File: config.mk
export PLATFORM = sky130hd
export DESIGN_NAME = dds_sine_and_gated_freq_counter
export DESIGN_NICKNAME = d
export VERILOG_FILES = /design/src/rtl/dsgfc_pkg.sv /design/src/rtl/dsgfc_gate_counter.sv /design/src/rtl/dds_sine_and_gated_freq_counter.sv
export VERILOG_INCLUDE_DIRS = /design/src /design/src/rtl
export SDC_FILE = /design/constraint.sdc
export NUM_CORES = 1
export LEC_CHECK = 0
export BUFFER_PORTS_ARGS = -buffer_cell sky130_fd_sc_hd__buf_4
export CAP_MARGIN = 0
export CORE_UTILIZATION = 40
export DETAILED_ROUTE_END_ITERATION = 6
export SLEW_MARGIN = 20
export SYNTH_ARGS = -nofsm -noshare
export SYNTH_HDL_FRONTEND = slang
export SYNTH_SLANG_ARGS = --single-unit
File: constraint.sdc
create_clock -name clk -period 6.4 [get_ports clk]
set_input_delay 1.28 -clock clk [delete_from_list [all_inputs] [get_ports clk]]
set_output_delay 1.28 -clock clk [all_outputs]
set_load 0.03 [all_outputs]
File: src/rtl/assert_macros.svh
// Assertion helper macros for the DDS sine and gated frequency counter RTL.
// Included by modules that carry concurrent checks; empty under SYNTHESIS.
`ifndef ASSERT_MACROS_SVH
`define ASSERT_MACROS_SVH
`ifndef SYNTHESIS
// Implication property checked on every clock edge outside reset
`define ASSERT_PROP(lbl, clk, rstn, prop, msg) \
  lbl: assert property (@(posedge clk) disable iff (!rstn) prop) else $error(msg);
// Condition that must never hold outside reset
`define ASSERT_NEVER(lbl, clk, rstn, expr, msg) \
  lbl: assert property (@(posedge clk) disable iff (!rstn) !(expr)) else $error(msg);
`else
`define ASSERT_PROP(lbl, clk, rstn, prop, msg)
`define ASSERT_NEVER(lbl, clk, rstn, expr, msg)
`endif
`endif

File: src/rtl/dsgfc_pkg.sv
// Shared types and constants for the DDS sine generator and gated counter.
// No dependencies; used by dsgfc_gate_counter and the top level.
`default_nettype none

package dsgfc_pkg;

  localparam int unsigned CNT_W     = 32;
  localparam int unsigned EDGE_W    = 10;
  localparam int unsigned SAMPLE_W  = 8;
  localparam int unsigned ROM_IDX_W = 8;
  localparam int unsigned ROM_DEPTH = 256;

  // Configuration register indexes
  localparam logic CFG_PHASE_STEP = 1'b0;
  localparam logic CFG_GATE_TICKS = 1'b1;

  localparam logic [CNT_W-1:0] PHASE_STEP_RST = 32'h0400_0000;
  localparam logic [CNT_W-1:0] CNT_SAT        = '1;

  // Status handed from the gate counter to the result register
  typedef struct packed {
    logic             measuring;
    logic             done;
    logic [CNT_W-1:0] count;
  } gate_stat_t;

  // One period of sine, centered on 127, peak 254
  localparam logic [SAMPLE_W-1:0] SINE_ROM [ROM_DEPTH] = '{
    8'd127, 8'd130, 8'd133, 8'd136, 8'd139, 8'd143, 8'd146, 8'd149,
    8'd152, 8'd155, 8'd158, 8'd161, 8'd164, 8'd167, 8'd170, 8'd173,
    8'd176, 8'd178, 8'd181, 8'd184, 8'd187, 8'd190, 8'd192, 8'd195,
    8'd198, 8'd200, 8'd203, 8'd205, 8'd208, 8'd210, 8'd212, 8'd215,
    8'd217, 8'd219, 8'd221, 8'd223, 8'd225, 8'd227, 8'd229, 8'd231,
    8'd233, 8'd234, 8'd236, 8'd238, 8'd239, 8'd240, 8'd242, 8'd243,
    8'd244, 8'd245, 8'd247, 8'd248, 8'd249, 8'd249, 8'd250, 8'd251,
    8'd252, 8'd252, 8'd253, 8'd253, 8'd253, 8'd254, 8'd254, 8'd254,
    8'd254, 8'd254, 8'd254, 8'd254, 8'd253, 8'd253, 8'd253, 8'd252,
    8'd252, 8'd251, 8'd250, 8'd249, 8'd249, 8'd248, 8'd247, 8'd245,
    8'd244, 8'd243, 8'd242, 8'd240, 8'd239, 8'd238, 8'd236, 8'd234,
    8'd233, 8'd231, 8'd229, 8'd227, 8'd225, 8'd223, 8'd221, 8'd219,
    8'd217, 8'd215, 8'd212, 8'd210, 8'd208, 8'd205, 8'd203, 8'd200,
    8'd198, 8'd195, 8'd192, 8'd190, 8'd187, 8'd184, 8'd181, 8'd178,
    8'd176, 8'd173, 8'd170, 8'd167, 8'd164, 8'd161, 8'd158, 8'd155,
    8'd152, 8'd149, 8'd146, 8'd143, 8'd139, 8'd136, 8'd133, 8'd130,
    8'd127, 8'd124, 8'd121, 8'd118, 8'd115, 8'd111, 8'd108, 8'd105,
    8'd102, 8'd99,  8'd96,  8'd93,  8'd90,  8'd87,  8'd84,  8'd81,
    8'd78,  8'd76,  8'd73,  8'd70,  8'd67,  8'd64,  8'd62,  8'd59,
    8'd56,  8'd54,  8'd51,  8'd49,  8'd46,  8'd44,  8'd42,  8'd39,
    8'd37,  8'd35,  8'd33,  8'd31,  8'd29,  8'd27,  8'd25,  8'd23,
    8'd21,  8'd20,  8'd18,  8'd16,  8'd15,  8'd14,  8'd12,  8'd11,
    8'd10,  8'd9,   8'd7,   8'd6,   8'd5,   8'd5,   8'd4,   8'd3,
    8'd2,   8'd2,   8'd1,   8'd1,   8'd1,   8'd0,   8'd0,   8'd0,
    8'd0,   8'd0,   8'd0,   8'd0,   8'd1,   8'd1,   8'd1,   8'd2,
    8'd2,   8'd3,   8'd4,   8'd5,   8'd5,   8'd6,   8'd7,   8'd9,
    8'd10,  8'd11,  8'd12,  8'd14,  8'd15,  8'd16,  8'd18,  8'd20,
    8'd21,  8'd23,  8'd25,  8'd27,  8'd29,  8'd31,  8'd33,  8'd35,
    8'd37,  8'd39,  8'd42,  8'd44,  8'd46,  8'd49,  8'd51,  8'd54,
    8'd56,  8'd59,  8'd62,  8'd64,  8'd67,  8'd70,  8'd73,  8'd76,
    8'd78,  8'd81,  8'd84,  8'd87,  8'd90,  8'd93,  8'd96,  8'd99,
    8'd102, 8'd105, 8'd108, 8'd111, 8'd115, 8'd118, 8'd121, 8'd124
  };

endpackage

`default_nettype wire

File: src/rtl/dsgfc_gate_counter.sv
// Gated edge counter: start latch, tick/edge counters and held result.
// Depends on dsgfc_pkg and assert_macros.svh.
`default_nettype none
`include "assert_macros.svh"

module dsgfc_gate_counter (
  input  wire logic                               clk,
  input  wire logic                               rst_n,
  input  wire logic                               step_i,
  input  wire logic                               start_request_i,
  input  wire logic [dsgfc_pkg::EDGE_W-1:0]       edge_count_i,
  input  wire logic [dsgfc_pkg::CNT_W-1:0]        gate_ticks_i,
  output dsgfc_pkg::gate_stat_t                   stat_o
);

  logic                         start_pending_r, start_pending_nxt;
  logic                         gate_open_r, gate_open_nxt;
  logic [dsgfc_pkg::CNT_W-1:0]  tick_counter_r, tick_counter_nxt;
  logic [dsgfc_pkg::CNT_W-1:0]  edge_accum_r, edge_accum_nxt;
  logic [dsgfc_pkg::CNT_W-1:0]  last_count_r, last_count_nxt;
  logic [dsgfc_pkg::CNT_W:0]    edge_sum;
  logic [dsgfc_pkg::CNT_W-1:0]  edge_sat;
  logic                         pend;
  logic                         done;

  // Saturating add of this tick's edges onto the running sum
  assign edge_sum = {1'b0, edge_accum_r} +
                    (dsgfc_pkg::CNT_W + 1)'(edge_count_i);
  assign edge_sat = edge_sum[dsgfc_pkg::CNT_W] ? dsgfc_pkg::CNT_SAT
                                               : edge_sum[dsgfc_pkg::CNT_W-1:0];

  // Gate sequencing for one tick
  always_comb begin
    pend              = start_pending_r | start_request_i;
    start_pending_nxt = pend;
    gate_open_nxt     = gate_open_r;
    tick_counter_nxt  = tick_counter_r;
    edge_accum_nxt    = edge_accum_r;
    last_count_nxt    = last_count_r;
    done              = 1'b0;
    if (gate_open_r) begin
      if (tick_counter_r >= gate_ticks_i) begin
        // close the gate and latch the sum including this tick
        last_count_nxt = edge_sat;
        done           = 1'b1;
        gate_open_nxt  = 1'b0;
      end else begin
        edge_accum_nxt   = edge_sat;
        tick_counter_nxt = tick_counter_r + 1'b1;
      end
    end else if (pend) begin
      // open a fresh gate; this tick's edges are dropped
      start_pending_nxt = 1'b0;
      gate_open_nxt     = 1'b1;
      tick_counter_nxt  = '0;
      edge_accum_nxt    = '0;
    end
  end

  // Advance state once per accepted item
  always_ff @(posedge clk) begin
    if (!rst_n) begin
      start_pending_r <= 1'b0;
      gate_open_r     <= 1'b0;
      tick_counter_r  <= '0;
      edge_accum_r    <= '0;
      last_count_r    <= '0;
    end else if (step_i) begin
      start_pending_r <= start_pending_nxt;
      gate_open_r     <= gate_open_nxt;
      tick_counter_r  <= tick_counter_nxt;
      edge_accum_r    <= edge_accum_nxt;
      last_count_r    <= last_count_nxt;
    end
  end

  // Status after this tick, for the result register
  assign stat_o.measuring = gate_open_nxt;
  assign stat_o.done      = done;
  assign stat_o.count     = last_count_nxt;

  `ASSERT_PROP(a_done_closes, clk, rst_n,
    (step_i && done) |=> !gate_open_r, "gate still open after done")
  `ASSERT_PROP(a_start_clears, clk, rst_n,
    (step_i && !gate_open_r && pend) |=>
      (gate_open_r && tick_counter_r == '0 && edge_accum_r == '0),
    "gate opened without clearing counters")
  `ASSERT_PROP(a_idle_no_pending, clk, rst_n,
    (step_i && !gate_open_r) |=> !start_pending_r,
    "request left pending after an idle tick")
  `ASSERT_PROP(a_hold_no_step, clk, rst_n,
    !step_i |=> ($stable(tick_counter_r) && $stable(last_count_r)),
    "counter state moved without an item")

endmodule

`default_nettype wire

File: src/rtl/dds_sine_and_gated_freq_counter.sv
// Top level: DDS phase accumulator with sine lookup, plus gated edge counter.
// Depends on dsgfc_pkg and dsgfc_gate_counter.
//
//  channel  dir  handshake              payload
//  in_      in   in_tvalid/in_tready    start_request, edge_count
//  out_     out  out_tvalid/out_tready  compare_value, measuring, done_res,
//                                       measured_count
//  cfg_     in   cfg_we                 cfg_addr selects register, cfg_wdata
//
// One item per cycle unless out_tready stalls: the phase add, sine lookup
// and counter update sit between the accepted item and the result register.
// in_tready is high while the result register is empty or being taken, so
// a stalled out_tready holds one result and stops input after it.
// rst_n (synchronous) clears all state but the result payload; no clearing pass is needed.
`default_nettype none

module dds_sine_and_gated_freq_counter #(
  parameter int unsigned TABLE_ADDR_BITS = 8,
  parameter int unsigned ACC_BITS        = 32
) (
  input  wire logic        clk,
  input  wire logic        rst_n,
  input  wire logic        in_tvalid,
  output logic             in_tready,
  // [0] start_request, [10:1] edge_count, [15:11] zero
  input  wire logic [15:0] in_tdata,
  output logic             out_tvalid,
  input  wire logic        out_tready,
  // [7:0] compare_value, [8] measuring, [9] done_res,
  // [41:10] measured_count, [47:42] zero
  output logic [47:0]      out_tdata,
  input  wire logic        cfg_we,
  input  wire logic        cfg_addr,
  input  wire logic [31:0] cfg_wdata
);

  logic [dsgfc_pkg::CNT_W-1:0]     phase_step_r;
  logic [dsgfc_pkg::CNT_W-1:0]     gate_ticks_r;
  logic [ACC_BITS-1:0]             phase_acc_r, phase_acc_nxt;
  logic [dsgfc_pkg::ROM_IDX_W-1:0] rom_idx;
  logic                            in_acc;
  logic                            out_tvalid_r;
  logic [dsgfc_pkg::SAMPLE_W-1:0]  compare_r;
  dsgfc_pkg::gate_stat_t           stat;
  dsgfc_pkg::gate_stat_t           stat_r;

  assign in_tready = !out_tvalid_r || out_tready;
  assign in_acc    = in_tvalid && in_tready;

  // Configuration writes
  always_ff @(posedge clk) begin
    if (!rst_n) begin
      phase_step_r <= dsgfc_pkg::PHASE_STEP_RST;
      gate_ticks_r <= '0;
    end else if (cfg_we) begin
      case (cfg_addr)
        dsgfc_pkg::CFG_PHASE_STEP: phase_step_r <= cfg_wdata;
        dsgfc_pkg::CFG_GATE_TICKS: gate_ticks_r <= cfg_wdata;
        default: ;
      endcase
    end
  end

  // Phase accumulator wraps at its own width
  assign phase_acc_nxt = phase_acc_r + ACC_BITS'(phase_step_r);

  // Scale the top accumulator bits to the 8-bit table index
  generate
    if (TABLE_ADDR_BITS >= dsgfc_pkg::ROM_IDX_W) begin : g_idx_wide
      assign rom_idx = phase_acc_nxt[ACC_BITS-1 -: dsgfc_pkg::ROM_IDX_W];
    end else begin : g_idx_narrow
      assign rom_idx = {phase_acc_nxt[ACC_BITS-1 -: TABLE_ADDR_BITS],
                        {(dsgfc_pkg::ROM_IDX_W - TABLE_ADDR_BITS){1'b0}}};
    end
  endgenerate

  dsgfc_gate_counter u_gate (
    .clk             (clk),
    .rst_n           (rst_n),
    .step_i          (in_acc),
    .start_request_i (in_tdata[0]),
    .edge_count_i    (in_tdata[10:1]),
    .gate_ticks_i    (gate_ticks_r),
    .stat_o          (stat)
  );

  // Accumulator and result valid
  always_ff @(posedge clk) begin
    if (!rst_n) begin
      phase_acc_r  <= '0;
      out_tvalid_r <= 1'b0;
    end else begin
      if (in_acc) begin
        phase_acc_r <= phase_acc_nxt;
      end
      if (in_acc) begin
        out_tvalid_r <= 1'b1;
      end else if (out_tready) begin
        out_tvalid_r <= 1'b0;
      end
    end
  end

  // Result payload, loaded with each accepted item
  always_ff @(posedge clk) begin
    if (in_acc) begin
      compare_r <= dsgfc_pkg::SINE_ROM[rom_idx];
      stat_r    <= stat;
    end
  end

  assign out_tvalid = out_tvalid_r;
  assign out_tdata  = {6'b0, stat_r.count, stat_r.done, stat_r.measuring, compare_r};

endmodule

`default_nettype wire
* Word level (Yosys, flattened, before mapping)
Memory sizes are Yosys's and may differ from the RTL's. A register that Yosys moved wholly into a read port is not among the register bits.
Cells that the tools add are included.
** Word-level totals
- Register bits :: 229
- Bits in read-only memories :: 2048
- Input bits :: 54
- Output and inout bits :: 50
- Logic and storage cells :: 44
- Memories kept :: 1
** Cells by class
- $add $sub $neg :: 3
- Order comparisons :: 1
- Eq/ne operators :: 1
- Multiplexer cells :: 15
- Bitwise logic cells :: 3
- Reductions and logical operators :: 8
** Memory list
- (name not given) :: words 256, bits a word 8, read ports 1, clocked after memory_dff 1, write ports 0, RTL line dds_sine_and_gated_freq_counter.sv:107 : compare_r <= dsgfc_pkg::SINE_ROM[rom_idx];
** Operator list (number)
- two-way mux 32 bit :: 8
- adder 32 x 10 -> 33 bit :: 1
- adder 32 x 1 -> 32 bit, second input constant :: 1
- adder 32 bit :: 1
- >= comparator 32 bit :: 1
- inverter 8 -> 9 bit :: 1
- two-way mux 1 bit :: 7
- AND reduction 2 bit :: 2
- nonzero test 2 bit :: 2
- AND reduction 3 bit :: 1
- inequality test 2 bit, second input constant :: 1
- logical AND 1 bit :: 1
- logical NOT 1 bit :: 1
- logical OR 1 bit :: 1
- inverter 1 bit :: 1
- bitwise OR 1 bit :: 1

* Depth between registers and ports, before layout
- Depth after elaboration :: 4
- Gate-level depth with buffers :: 18
- Mapped depth without buffers :: 16

* By module
A second synthesis with hierarchy kept.
** Unflattened totals
- Cell total of the unflattened synthesis :: 1929
- Area, all modules :: 15070.7 µm²
** Modules (own cells, without submodules)
- dds_sine_and_gated_freq_counter :: times used 1, cells each 1092, area each 8650.8 µm², sequential area each 3203.1 µm²
- dsgfc_gate_counter :: times used 1, cells each 837, area each 6419.9 µm², sequential area each 1961.9 µm²

* Least setup slack after synthesis
OpenSTA, ideal clock, no wires.
- Kind :: reg2reg
- From :: register phase_step_r[0] in the netlist's numbering
- To :: register compare_r[1] in the netlist's numbering (data pin)
- Library setup time :: 157 ps
- Arrival time :: 4223 ps
- Data required time :: 6243 ps
- Setup slack :: 2020 ps
- Stages on the path, launching flop included :: 18
- Buffers on the path :: 3
- Period minus slack after synthesis :: 4380 ps
- Cell sequence :: dfxtp_1 ha_1 inv_1 fa_1 and2b_1 o2111ai_2 a211o_1 a211o_1 o211ai_2 buf_2 buf_1 ha_1 clkbuf_1 nor4_1 a221o_1 o311ai_0 a221o_1 a32oi_1
** On the way
- Cells in the longest elaborated chain, start to end :: 2
** RTL lines
- start: declaration :: RTL line dds_sine_and_gated_freq_counter.sv:37 : logic [dsgfc_pkg::CNT_W-1:0] phase_step_r;
- start signal: assignment :: RTL line dds_sine_and_gated_freq_counter.sv:53 : phase_step_r <= dsgfc_pkg::PHASE_STEP_RST;
- start signal: assignment :: RTL line dds_sine_and_gated_freq_counter.sv:57 : dsgfc_pkg::CFG_PHASE_STEP: phase_step_r <= cfg_wdata;
- adder 32 bit :: RTL line dds_sine_and_gated_freq_counter.sv:65 : assign phase_acc_nxt = phase_acc_r + ACC_BITS'(phase_step_r);
- inverter 8 -> 9 bit (not written as such) :: RTL line dds_sine_and_gated_freq_counter.sv:107
- end: declaration :: RTL line dds_sine_and_gated_freq_counter.sv:43 : logic [dsgfc_pkg::SAMPLE_W-1:0] compare_r;
No other way between the ends.
A chain may end at the register's enable or synchronous reset.

* Worst setup path in the final report
- From :: register phase_step_r[4] in the netlist's numbering
- To :: register compare_r[1] in the netlist's numbering (data pin)
Same word-level chain as after synthesis.

==> impl_metrics.csv <==
group,metric,value,unit
power_and_ir_drop,netSwitchingPower,1.16,mW
timing,max_slew_margin,39.3,%
finish,finalInstanceArea,0.0170,mm²
cts,path_clk_slew,0.06,ns
critical_path,cp.arrival,5.32,ns
floorplanning,die_x,197,µm
power_and_ir_drop,internal_power,2.76,mW
synthesis,synth-seq-cells,237,
routing,wl_per_cell,17.4,µm
cts,clkLatencyLatePin,0.57,ns
critical_path,critPathCaptureType,"register",
finish,drive_above_1_share,13.4,%
critical_path,worst-setup-path-type,"register to register",
worst_hold_path,holdCritStartpoint,"gate_ticks_r[17]$_SDFFE_PN0P_",
placed_design,place_congestion,0.907,
routing,wirelength,41900,µm
cts,postCtsHoldBufs,0,
worst_hold_path,holdPathStages,2,
cts,root_buffer,"clkbuf_16",
finish,fill_cells,3752,
synthesis,yosysSeqAreaShare,34.0,%
worst_hold_path,min_path_type,"register to register",
timing,finalSetupViolations,0,
synthesis,synthArstFlopShare,0,%
global_routing,grt_first_pass_wirelength,68100,µm
run_status,status,"finished clean",
critical_path,startpoint_type,"register",
floorplanning,die_area,0.0388,mm²
cts,htreeDepth,1,
power_and_ir_drop,power_frac_comb,19.0,%
timing,setup_slack,1.46,ns
synthesis,synth_commonest_cells,"nand2_1, dfxtp_1, a21oi_1",
power_and_ir_drop,p_leak,6.70,nW
routing,dr_wl_met3,1910,µm
timing,finClkSkew,0.0255,ns
synthesis,yosys_warnings,0,
finish,syn2layout_area_growth,11.9,%
floorplanning,core,0.0375,mm²
global_routing,grt_max_degree,108,
cts,cts_buffers,27,
power_and_ir_drop,switching_share,29.6,%
cts,clock-sinks,237,
timing,grt_setup_unrepaired,"false",
routing,drt-met1-wl,20300,µm
synthesis,synth_top_area_share,25.7,%
placed_design,dp.final_hpwl,29100,µm
global_routing,antenna_found_initial,0,
routing,drt-pass1-iter-count,7,
cts,cts_tree,"yes",
global_routing,grt_pass1_vias,12818,
floorplanning,io_pins,104,
routing,dr.max_layer_used,"met4",
routing,dr_wl_met2,18800,µm
critical_path,path_max_fanout,15,
synthesis,netlist_area,0.0152,mm²
floorplanning,row_count,71,
finish,n_antenna_cell,0,
power_and_ir_drop,peakVddDrop,0.000186,V
synthesis,synthFlopType,"dfxtp_1",
routing,drt.antenna.violating_nets,0,
cts,cts_post_setup_buffers_inserted,0,
global_routing,grtUsageTotal,21.5,%
synthesis,synth-edff-count,42,
synthesis,netlist_instances,1863,
timing,final_hold_viol_count,0,
finish,fin_nets,2009,
placed_design,io_buffers,92,
finish,multi_input_area,0.00918,mm²
run,cap_violations,0,
timing,worst_slew_pin_slew,0.911,ns
floorplanning,die_h,197,µm
cts,cts_buffer_depth,3,
power_and_ir_drop,powerDensity,230,mW/mm²
floorplanning,start_util,40.5,%
finish,seq_area,0.00516,mm²
synthesis,synth_top_area_cell,"dfxtp_1",
critical_path,reg2reg_depth,13,
power_and_ir_drop,seq_power_share,41.1,%
routing,dr_total_vias,13368,
critical_path,rr_endpoint,"compare_r[1]$_DFFE_PP_",
critical_path,reg2reg_from,"phase_step_r[4]$_SDFFE_PN0P_",
worst_hold_path,whs_endpoint,"gate_ticks_r[17]$_SDFFE_PN0P_",
global_routing,overflow,0,
routing,drt_iter0_drc,1067,
synthesis,synth.avg_cell_area,8.16,µm²
cts,post_cts_resize_count,0,
power_and_ir_drop,power_frac_clock,39.9,%
placed_design,placed_cell_area,0.0161,mm²
critical_path,required,6.78,ns
timing,min_period,4.94,ns
timing,period_share,77.2,%
timing,max_freq,202,MHz
finish,fin_util,45.4,%
synthesis,yosys-top-cells-area,"dfxtp_1, edfxtp_1, nand2_1",
timing,slew_violations,0,
power_and_ir_drop,finalPower,3.92,mW
synthesis,yosys.cell_types.count,95,
routing,vias_per_cell,5.57,
timing,tns,0,ns
synthesis,yosys.cell_count.top_type,"nand2_1",
placed_design,dp_slack,1.55,ns
critical_path,r2r_slack,1.46,ns
routing,drc_errors,0,
[through the flow]
step	hold WS [ns]	std cells
5_1_grt	0.486	2402
3_3_place_gp	0.447	2352
6_report	0.466	2402
3_5_place_dp	0.460	2352
4_1_cts	0.469	2402
2_1_floorplan	0.438	1868
[kinds of logic after synthesis]
| family | share of synthesized area, % |
|---|---|
| simple gates | 20.8 |
| mux | 3.70 |
| compound gates | 24.4 |
| xor+xnor | 4.03 |
| other cells | 0.0247 |
| buf+inv | 5.93 |
| fa+ha+maj | 7.10 |
| flops | 34.0 |
[power by group through the flow]
stage | registers (mW) | logic [mW] | clock network [mW]
floorplan | 1.67 | 0.493 | 0
global placement | 1.64 | 0.728 | 0
CTS | 1.61 | 0.737 | 1.61
finish | 1.61 | 0.742 | 1.56
global route | 1.62 | 0.815 | 1.66
detailed placement | 1.64 | 0.733 | 0
[worst max path at each step]
stage,cells past startpoint,end,from
4_1_cts,13,compare_r[1]$_DFFE_PP_,phase_step_r[4]$_SDFFE_PN0P_
3_3_place_gp,13,compare_r[1]$_DFFE_PP_,phase_step_r[4]$_SDFFE_PN0P_
5_1_grt,14,compare_r[1]$_DFFE_PP_,phase_step_r[0]$_SDFFE_PN0P_
2_1_floorplan,17,compare_r[1]$_DFFE_PP_,phase_step_r[0]$_SDFFE_PN0P_
6_report,13,compare_r[1]$_DFFE_PP_,phase_step_r[4]$_SDFFE_PN0P_
3_5_place_dp,13,compare_r[1]$_DFFE_PP_,phase_step_r[4]$_SDFFE_PN0P_
[registers in the layout, summed over array words and instances, names as in the netlist]
register,flops
out_tdata,34
gate_ticks_r,32
phase_acc_r,32
phase_step_r,32
u_gate.edge_accum_r,32
u_gate.last_count_r,32
u_gate.tick_counter_r,32
compare_r,8
out_tvalid,1
u_gate.gate_open_r,1
u_gate.start_pending_r,1
[worst max-delay path, stage by stage (launching register included)]
cell and delay (ns):
dfxtp_1 0.32, ha_1 0.38, a21o_1 0.24, a31oi_1 0.22, a21oi_2 0.13, o211ai_1 0.36
a31o_2 0.20, and2_1 0.65, ha_1 0.51, nor4_1 0.76, a221o_1 0.25, o311ai_0 0.13
a221o_1 0.37, a32oi_1 0.25
[area by class of cell]
cell class | count | share of cell area, %
clock buffers | 37 | 4.31
clock inverters | 13 | 0.868
inverters | 71 | 1.57
multi-input cells | 1417 | 54.0
flip-flops and latches | 237 | 30.4
well taps | 511 | 3.76
repair buffers | 116 | 5.12
[layout by cell type, fill, tap and decap left out, drive strengths merged, types with 10 or more instances in the layout]
| cell type | instances |
|---|---|
| nand2 | 312 |
| dfxtp | 195 |
| a21oi | 117 |
| buf | 116 |
| o21ai | 109 |
| nor2 | 103 |
| ha | 83 |
| a21boi | 79 |
| inv | 70 |
| nand3 | 51 |
| xnor2 | 47 |
| edfxtp | 42 |
| and2 | 38 |
| clkbuf | 37 |
| mux2 | 34 |
| nand4 | 33 |
| a21o | 32 |
| nor3 | 30 |
| a211oi | 24 |
| and3 | 23 |
| a31oi | 23 |
| xor2 | 23 |
| mux2i | 18 |
| nand2b | 17 |
| nor2b | 17 |
| o211ai | 15 |
| or3 | 13 |
| o21a | 11 |
| clkinv | 11 |
| o221a | 10 |
| o221ai | 10 |
[routing by layer]
metal,vias to the layer above,GRT usage [%]
li1,6668,-
met1,6299,30.6
met2,344,34.3
met3,57,2.46
met4,0,5.68
met5,-,0
No activity file was read; power rests on OpenSTA's default activity.
